<file path="config.mk">
export PLATFORM = sky130hd
export DESIGN_NAME = sha1_byte_stream_hasher
export DESIGN_NICKNAME = d
export VERILOG_FILES = /design/src/hw/rtl/sha1bsh_pkg.sv /design/src/hw/rtl/sha1bsh_round.sv /design/src/hw/rtl/sha1_byte_stream_hasher.sv
export SDC_FILE = /design/constraint.sdc
export NUM_CORES = 2
export LEC_CHECK = 0
export ABC_AREA = 1
export ABC_CLOCK_PERIOD_IN_PS = 14200
export BUFFER_PORTS_ARGS = -buffer_cell sky130_fd_sc_hd__buf_2
export CORE_ASPECT_RATIO = 1.2
export CORE_MARGIN = 4
export CORE_UTILIZATION = 59
export CTS_BUF_LIST = sky130_fd_sc_hd__clkbuf_8 sky130_fd_sc_hd__clkbuf_16
export DETAILED_ROUTE_END_ITERATION = 8
export PLACE_DENSITY_LB_ADDON = 0.2
export SKIP_LAST_GASP = 1
export SYNTH_ARGS = -nofsm -noshare
export SYNTH_HDL_FRONTEND = slang
export SYNTH_HIERARCHICAL = 1
export SYNTH_SLANG_ARGS = --single-unit
</file>
<file path="constraint.sdc">
create_clock -name clk -period 14.2 [get_ports clk]
set_clock_uncertainty 0.1 [all_clocks]
set_input_delay 1.42 -clock clk [delete_from_list [all_inputs] [get_ports clk]]
set_output_delay 1.42 -clock clk [all_outputs]
set_load 0.05 [all_outputs]
</file>
<file path="src/hw/rtl/sha1bsh_pkg.sv">
`default_nettype none

package sha1bsh_pkg;

	typedef struct packed {
		logic [31:0] a;
		logic [31:0] b;
		logic [31:0] c;
		logic [31:0] d;
		logic [31:0] e;
	} work_t;

	typedef enum logic [2:0] {
		ST_IDLE,
		ST_PAD,
		ST_ROUND,
		ST_FOLD,
		ST_EMIT
	} state_t;

	localparam work_t IV = '{
		a: 32'h67452301,
		b: 32'hefcdab89,
		c: 32'h98badcfe,
		d: 32'h10325476,
		e: 32'hc3d2e1f0
	};

	localparam logic [31:0] K0 = 32'h5a827999;
	localparam logic [31:0] K1 = 32'h6ed9eba1;
	localparam logic [31:0] K2 = 32'h8f1bbcdc;
	localparam logic [31:0] K3 = 32'hca62c1d6;

	localparam logic [7:0] PAD_BYTE = 8'h80;

	localparam int unsigned ROUNDS    = 80;
	localparam int unsigned RND_W     = 7;
	localparam int unsigned LEN_POS   = 56;
	localparam int unsigned NUM_WORDS = 5;

endpackage

`default_nettype wire

</file>
<file path="src/hw/rtl/sha1bsh_round.sv">
`default_nettype none

// One SHA-1 round: a..e advance by one step using schedule word w.
module sha1bsh_round (
	input  wire sha1bsh_pkg::work_t       cur,
	input  wire logic [31:0]              w,
	input  wire logic [sha1bsh_pkg::RND_W-1:0] rnd,
	output sha1bsh_pkg::work_t            nxt
);

	logic [31:0] f;
	logic [31:0] k;
	logic [31:0] t;

	always_comb begin
		case (rnd) inside
			[7'd0:7'd19]: begin
				f = (cur.b & cur.c) | (~cur.b & cur.d);
				k = sha1bsh_pkg::K0;
			end
			[7'd20:7'd39]: begin
				f = cur.b ^ cur.c ^ cur.d;
				k = sha1bsh_pkg::K1;
			end
			[7'd40:7'd59]: begin
				f = (cur.b & cur.c) | (cur.b & cur.d) | (cur.c & cur.d);
				k = sha1bsh_pkg::K2;
			end
			default: begin
				f = cur.b ^ cur.c ^ cur.d;
				k = sha1bsh_pkg::K3;
			end
		endcase
	end

	assign t = {cur.a[26:0], cur.a[31:27]} + f + cur.e + w + k;

	always_comb begin
		nxt.a = t;
		nxt.b = cur.a;
		nxt.c = {cur.b[1:0], cur.b[31:2]};
		nxt.d = cur.c;
		nxt.e = cur.d;
	end

endmodule

`default_nettype wire

</file>
<file path="src/hw/rtl/sha1_byte_stream_hasher.sv">
// Takes one data byte per cycle while idle; every 64th byte starts a compression of 80
// rounds through the single round unit and a chain-add step, with msg_stall held high.
// End of message feeds pad and length bytes one per cycle with one or two compressions,
// then presents h0..h4 as five output beats, one per cycle while dig_stall is low.
// Reset (arst_n low, asynchronous) clears control state, byte count and byte slot and
// loads the chain with the SHA-1 initial vector.
`default_nettype none

module sha1_byte_stream_hasher (
	input  wire logic        clk,
	input  wire logic        arst_n,
	input  wire logic        msg_valid,
	output logic             msg_stall,
	input  wire logic        kind,
	input  wire logic [7:0]  data_byte,
	output logic             dig_valid,
	input  wire logic        dig_stall,
	output logic [31:0]      digest_word,
	output logic [2:0]       word_index,
	output logic             last_word
);

	sha1bsh_pkg::state_t state_q, state_d;

	logic [511:0] blk_q;
	sha1bsh_pkg::work_t work_q, chain_q, round_nxt;
	logic [60:0] byte_cnt_q;
	logic [5:0]  pos_q;
	logic [sha1bsh_pkg::RND_W-1:0] rnd_q;
	logic [2:0]  idx_q;
	logic        pad_q, sent80_q, tail_q, fin_q;

	logic        data_acc, end_acc, push, dig_acc, last_rnd;
	logic [7:0]  push_byte, len_byte;
	logic [63:0] bit_len;
	logic [31:0] w_cur, w_new, w_mix;

	assign data_acc = (state_q == sha1bsh_pkg::ST_IDLE) && msg_valid && !kind;
	assign end_acc  = (state_q == sha1bsh_pkg::ST_IDLE) && msg_valid && kind;
	assign push     = data_acc || (state_q == sha1bsh_pkg::ST_PAD);
	assign dig_acc  = dig_valid && !dig_stall;
	assign last_rnd = rnd_q == sha1bsh_pkg::RND_W'(sha1bsh_pkg::ROUNDS - 1);

	// length goes out big-endian in slots 56..63
	assign bit_len  = {byte_cnt_q, 3'b000};
	assign len_byte = 8'(bit_len >> {~pos_q[2:0], 3'b000});

	always_comb begin
		if (state_q != sha1bsh_pkg::ST_PAD)
			push_byte = data_byte;
		else if (!sent80_q)
			push_byte = sha1bsh_pkg::PAD_BYTE;
		else if (tail_q || pos_q < 6'(sha1bsh_pkg::LEN_POS))
			push_byte = 8'h00;
		else
			push_byte = len_byte;
	end

	// schedule window: top word is w[t]; the new word w[t+16] taps w[t+13], w[t+8], w[t+2], w[t]
	assign w_cur = blk_q[511:480];
	assign w_mix = blk_q[511:480] ^ blk_q[447:416] ^ blk_q[255:224] ^ blk_q[95:64];
	assign w_new = {w_mix[30:0], w_mix[31]};

	sha1bsh_round u_round (
		.cur (work_q),
		.w   (w_cur),
		.rnd (rnd_q),
		.nxt (round_nxt)
	);

	always_ff @(posedge clk or negedge arst_n) begin
		if (!arst_n)
			state_q <= sha1bsh_pkg::ST_IDLE;
		else
			state_q <= state_d;
	end

	always_comb begin
		state_d   = state_q;
		msg_stall = 1'b1;
		dig_valid = 1'b0;
		case (state_q)
			sha1bsh_pkg::ST_IDLE: begin
				msg_stall = 1'b0;
				if (end_acc)
					state_d = sha1bsh_pkg::ST_PAD;
				else if (data_acc && pos_q == 6'h3f)
					state_d = sha1bsh_pkg::ST_ROUND;
			end
			sha1bsh_pkg::ST_PAD: begin
				if (pos_q == 6'h3f)
					state_d = sha1bsh_pkg::ST_ROUND;
			end
			sha1bsh_pkg::ST_ROUND: begin
				if (last_rnd)
					state_d = sha1bsh_pkg::ST_FOLD;
			end
			sha1bsh_pkg::ST_FOLD: begin
				if (!pad_q)
					state_d = sha1bsh_pkg::ST_IDLE;
				else if (fin_q)
					state_d = sha1bsh_pkg::ST_EMIT;
				else
					state_d = sha1bsh_pkg::ST_PAD;
			end
			sha1bsh_pkg::ST_EMIT: begin
				dig_valid = 1'b1;
				if (!dig_stall && idx_q == 3'(sha1bsh_pkg::NUM_WORDS - 1))
					state_d = sha1bsh_pkg::ST_IDLE;
			end
			default: begin
				state_d = sha1bsh_pkg::ST_IDLE;
			end
		endcase
	end

	// block window and working words carry no reset
	always_ff @(posedge clk) begin
		if (push)
			blk_q <= {blk_q[503:0], push_byte};
		else if (state_q == sha1bsh_pkg::ST_ROUND)
			blk_q <= {blk_q[479:0], w_new};

		if (push && pos_q == 6'h3f)
			work_q <= chain_q;
		else if (state_q == sha1bsh_pkg::ST_ROUND)
			work_q <= round_nxt;
	end

	always_ff @(posedge clk or negedge arst_n) begin
		if (!arst_n) begin
			chain_q    <= sha1bsh_pkg::IV;
			byte_cnt_q <= '0;
			pos_q      <= '0;
			rnd_q      <= '0;
			idx_q      <= '0;
			pad_q      <= 1'b0;
			sent80_q   <= 1'b0;
			tail_q     <= 1'b0;
			fin_q      <= 1'b0;
		end else begin
			if (data_acc)
				byte_cnt_q <= byte_cnt_q + 61'd1;
			if (push)
				pos_q <= pos_q + 6'd1;
			if (end_acc) begin
				pad_q    <= 1'b1;
				sent80_q <= 1'b0;
				tail_q   <= 1'b0;
				fin_q    <= 1'b0;
			end
			if (state_q == sha1bsh_pkg::ST_PAD) begin
				sent80_q <= 1'b1;
				if (pos_q == 6'h3f) begin
					// a block ending in zeros or in the 0x80 pad byte is followed by the length block
					fin_q  <= sent80_q && !tail_q;
					tail_q <= 1'b0;
				end else if (!sent80_q) begin
					tail_q <= pos_q >= 6'(sha1bsh_pkg::LEN_POS);
				end
			end
			if (push && pos_q == 6'h3f)
				rnd_q <= '0;
			else if (state_q == sha1bsh_pkg::ST_ROUND)
				rnd_q <= last_rnd ? '0 : rnd_q + 1'b1;
			if (state_q == sha1bsh_pkg::ST_FOLD) begin
				chain_q.a <= chain_q.a + work_q.a;
				chain_q.b <= chain_q.b + work_q.b;
				chain_q.c <= chain_q.c + work_q.c;
				chain_q.d <= chain_q.d + work_q.d;
				chain_q.e <= chain_q.e + work_q.e;
			end
			if (dig_acc) begin
				if (idx_q == 3'(sha1bsh_pkg::NUM_WORDS - 1)) begin
					chain_q    <= sha1bsh_pkg::IV;
					byte_cnt_q <= '0;
					idx_q      <= '0;
					pad_q      <= 1'b0;
					fin_q      <= 1'b0;
				end else begin
					chain_q <= {chain_q.b, chain_q.c, chain_q.d, chain_q.e, chain_q.a};
					idx_q   <= idx_q + 3'd1;
				end
			end
		end
	end

	assign digest_word = chain_q.a;
	assign word_index  = idx_q;
	assign last_word   = idx_q == 3'(sha1bsh_pkg::NUM_WORDS - 1);

	a_no_input_while_emit: assert property (@(posedge clk) disable iff (!arst_n)
		dig_valid |-> msg_stall)
		else $error("input taken while digest beats pending");

	a_round_in_range: assert property (@(posedge clk) disable iff (!arst_n)
		rnd_q < sha1bsh_pkg::RND_W'(sha1bsh_pkg::ROUNDS))
		else $error("round counter out of range");

	a_round_on_full_block: assert property (@(posedge clk) disable iff (!arst_n)
		(state_q == sha1bsh_pkg::ST_ROUND) |-> (pos_q == 6'd0))
		else $error("compression running on partial block");

	a_chain_reload: assert property (@(posedge clk) disable iff (!arst_n)
		(dig_acc && last_word) |=> (chain_q == sha1bsh_pkg::IV && byte_cnt_q == '0))
		else $error("chain not reloaded after digest");

endmodule

`default_nettype wire
</file>
==> summary.txt <==
Die
  – Core ar.: 102000 µm²
  – Die span in x: 301 µm
  – Initial Util: 59.7%
  – Die Footprint: 108000 µm²
  – Num ports: 51
  – Cell Rows: 128
  – Chip Height: 360 µm

Drt
  – Residual DRC: 0
  – Routed wire length: 193 mm
  – DRT antenna net count: 0
  – Via count: 51862
  – Sum of routed wire segments on met1: 71.0 mm
  – Drt first pass iters: 8
  – Vias per cell: 5.67
  – Top Layer Used: met4
  – Detailed-route wire length per cell: 21.1 µm
  – DRT iter0 DRCs: 5357
  – Met2 wire length: 89.1 mm
  – Met3 WL: 15.3 mm

Flow run
  – Max Cap Violations: 0

Global route
  – Largest net degree at the start of global routing: 243
  – Vias in the first global route: 50475
  – Gr usage total: 35.5%
  – First-pass GRT wire length: 293 mm
  – Initial antenna violation count: 3
  – Total global routing overflow: 0

Final layout
  – Fin nets: 8041
  – Reg area: 26400 µm²
  – Area Overhead vs Synth: 4.98%
  – Proportion of layout cells with a drive suffix above 1: 5.02%
  – Fillers: 9159
  – Footprint of the multi-input gates: 28500 µm²

Run status
  – Outcome: finished, final reports clean

Timing
  – Max-slew headroom: 16.3%
  – Final Cycle Share: 44.9%
  – Setup_tns: 0 ns
  – Hold Vio Cnt, Final: 0
  – Final WS setup: 7.82 ns
  – FMAX: 157 MHz
  – Slew Viols, Final: 0
  – Period minus WS final: 6.38 ns
  – Hold Slack: 0.393 ns
  – Least-Margin Pin Slew: 1.25 ns
  – Final setup vio count: 0
  – RSZ-0062 raised after global routing: no

Worst setup path
  – CP delay by family, top: simple AND/OR/NAND/NOR gates
  – Worst setup EP type: flip-flop
  – Crit-path cells: inv_2, nand2_2, nor2_4, nand3_2, nand2_4, inv_2, a221oi_1, fa_1, fa_1, inv_1, ha_1, nand2_1, nor2_1, inv_1, nor2_1, nand3_1, nand3_1, xor2_1, nand2_1, nand2_1
  – Highest fanout seen on the critical path: 20
  – Critical path type: flip-flop to flip-flop
  – CP peak stage delay: 0.65 ns
  – Slowest cell on crit path: nand3_2
  – Worst EP required: 14.66 ns
  – CP Launch Type: flip-flop
  – Worst Path Buf+Inv: 4
  – Most frequent cell on the critical path: nand2_1
  – Arr. time, crit path: 6.84 ns
  – Worst R2R Path Depth: 20
  – Worst path depth: 20

Synthesis
  – Top-count cell post-synth: nand2_1
  – Commonest cells post-synth: 3128 x nand2_1, 973 x inv_1, 672 x edfxtp_1
  – Mapped Area: 60900 µm²
  – Synth top area share: 33.1%
  – Seq/Total Area, Yosys: 43.3%
  – Most area-consuming cells after synthesis: edfxtp_1 33%, nand2_1 19%, dfrtp_1 6.7%
  – Area leader, netlist: edfxtp_1
  – Post-synthesis cell count: 7930
  – Synthesis-stage register bit count: 916
  – Top_reg_cell synth: edfxtp_1
  – Avg Cell Area, Syn: 7.68 µm²
  – Unique masters post-synth: 56
  – Number of synthesized flops with an enable pin: 672
  – Synth Net Count: 8266
  – FFs w/ async S/R, synth: 26.6%
  – Synthesis warning total: 6

Clocking
  – CTS buffer count: 95
  – Hold-fix buffers, CTS: 0
  – CTS tree: done
  – Root buffer cell: clkbuf_16
  – Worst-path clk slew: 0.07 ns
  – Setup Fix Bufs, Post-CTS: 0
  – CTS resizes: 0
  – Clk buf depth: 3
  – Clock Sinks: 916
  – Max H-tree Level: 3
  – Worst-skew pair later-pin latency: 0.72 ns

Placed design
  – Placer Congestion: 1.05
  – # port buffers: 50
  – Place WS: 7.65 ns
  – DP HPWL: 141 mm

Min path
  – Hold Crit Depth: 2
  – Hold/Removal Path Class: flip-flop to flip-flop
## per-layer routing
layer,track usage (%),vias up
met2,57.0,2082
met3,6.53,577
li1,-,24705
met1,42.5,24498
met4,26.8,0
met5,0,-
## registers in the layout, summed over array words and instances, names as in the netlist
register,cells
blk_q,512
work_q,160
chain_q,128
byte_cnt_q,61
digest_word,32
rnd_q,7
pos_q,6
state_q,3
word_index,3
fin_q,1
pad_q,1
sent80_q,1
tail_q,1
## worst register-to-register path, cell delays in order (launching register included)
cell and delay, ns:
dfrtp_1 0.45, inv_2 0.14, nand2_2 0.07, nor2_4 0.11
nand3_2 0.65, nand2_4 0.61, inv_2 0.36, a221oi_1 0.64
fa_1 0.54, fa_1 0.53, inv_1 0.05, ha_1 0.33
nand2_1 0.12, nor2_1 0.29, inv_1 0.09, nor2_1 0.31
nand3_1 0.18, nand3_1 0.19, xor2_1 0.28, nand2_1 0.09
nand2_1 0.09
## through the flow
| step | instances | cell area [µm²] | util [%] |
|---|---|---|---|
| 5_1_grt | 9150 | 64000 | 62.7 |
| 6_report | 9150 | 64000 | 62.7 |
| 4_1_cts | 9149 | 64000 | 62.7 |
| 3_5_place_dp | 8973 | 60800 | 59.6 |
| 2_1_floorplan | 7930 | 60900 | - |
| 3_3_place_gp | 8973 | 60800 | 59.6 |
## cell type report
cell class	count	area share, %
diodes	1	0.00391
clock buffers	102	3.96
multi-input cells	5622	44.6
flip-flops and latches	916	41.3
inverters	991	5.85
well taps	1365	2.67
clock inverters	74	0.914
repair buffers	79	0.786
## logic make-up after synthesis
group,Yosys count,share of synthesized area (%)
and+or+nand+nor,4208,27.7
buffers and inverters,1392,10.0
DFF,916,43.3
AOI/OAI and AO/OA,914,8.22
adders and majority gates,323,8.17
xor gates and xnor gates,177,2.54
## cell usage in the layout (no fill, tap or decap), types with 68 or more instances in the layout
cell type / synthesis / routed
a21oi_1: 395 / 395
nand2_1: 3128 / 3127
ha_1: 198 / 198
dfrtp_1: 164 / 164
edfxtp_1: 672 / 672
xor2_1: 68 / 68
inv_1: 973 / 993
nor2_1: 541 / 541
fa_1: 125 / 125
o21ai_0: 372 / 372
clkbuf_16: 0 / 100
xnor2_1: 109 / 109
dfstp_2: 80 / 80
nor3_1: 77 / 76
nand3_1: 263 / 263
## worst paths after layout
path | startpoint | to | slack (ns)
max in group asynchronous | arst_n | chain_q[51] | 11.36
min in group asynchronous | arst_n | byte_cnt_q[60] | 0.70
worst min register to register | chain_q[76] | chain_q[76] | 0.39
worst max-delay path | rnd_q[6] | work_q[150] | 7.82
worst min-delay path | chain_q[76] | chain_q[76] | 0.39
worst max register to register | rnd_q[6] | work_q[150] | 7.82
Power is left out: the tool's default activity adds up to more than one toggle a clock period on the data nets, which glitch-free logic cannot reach.
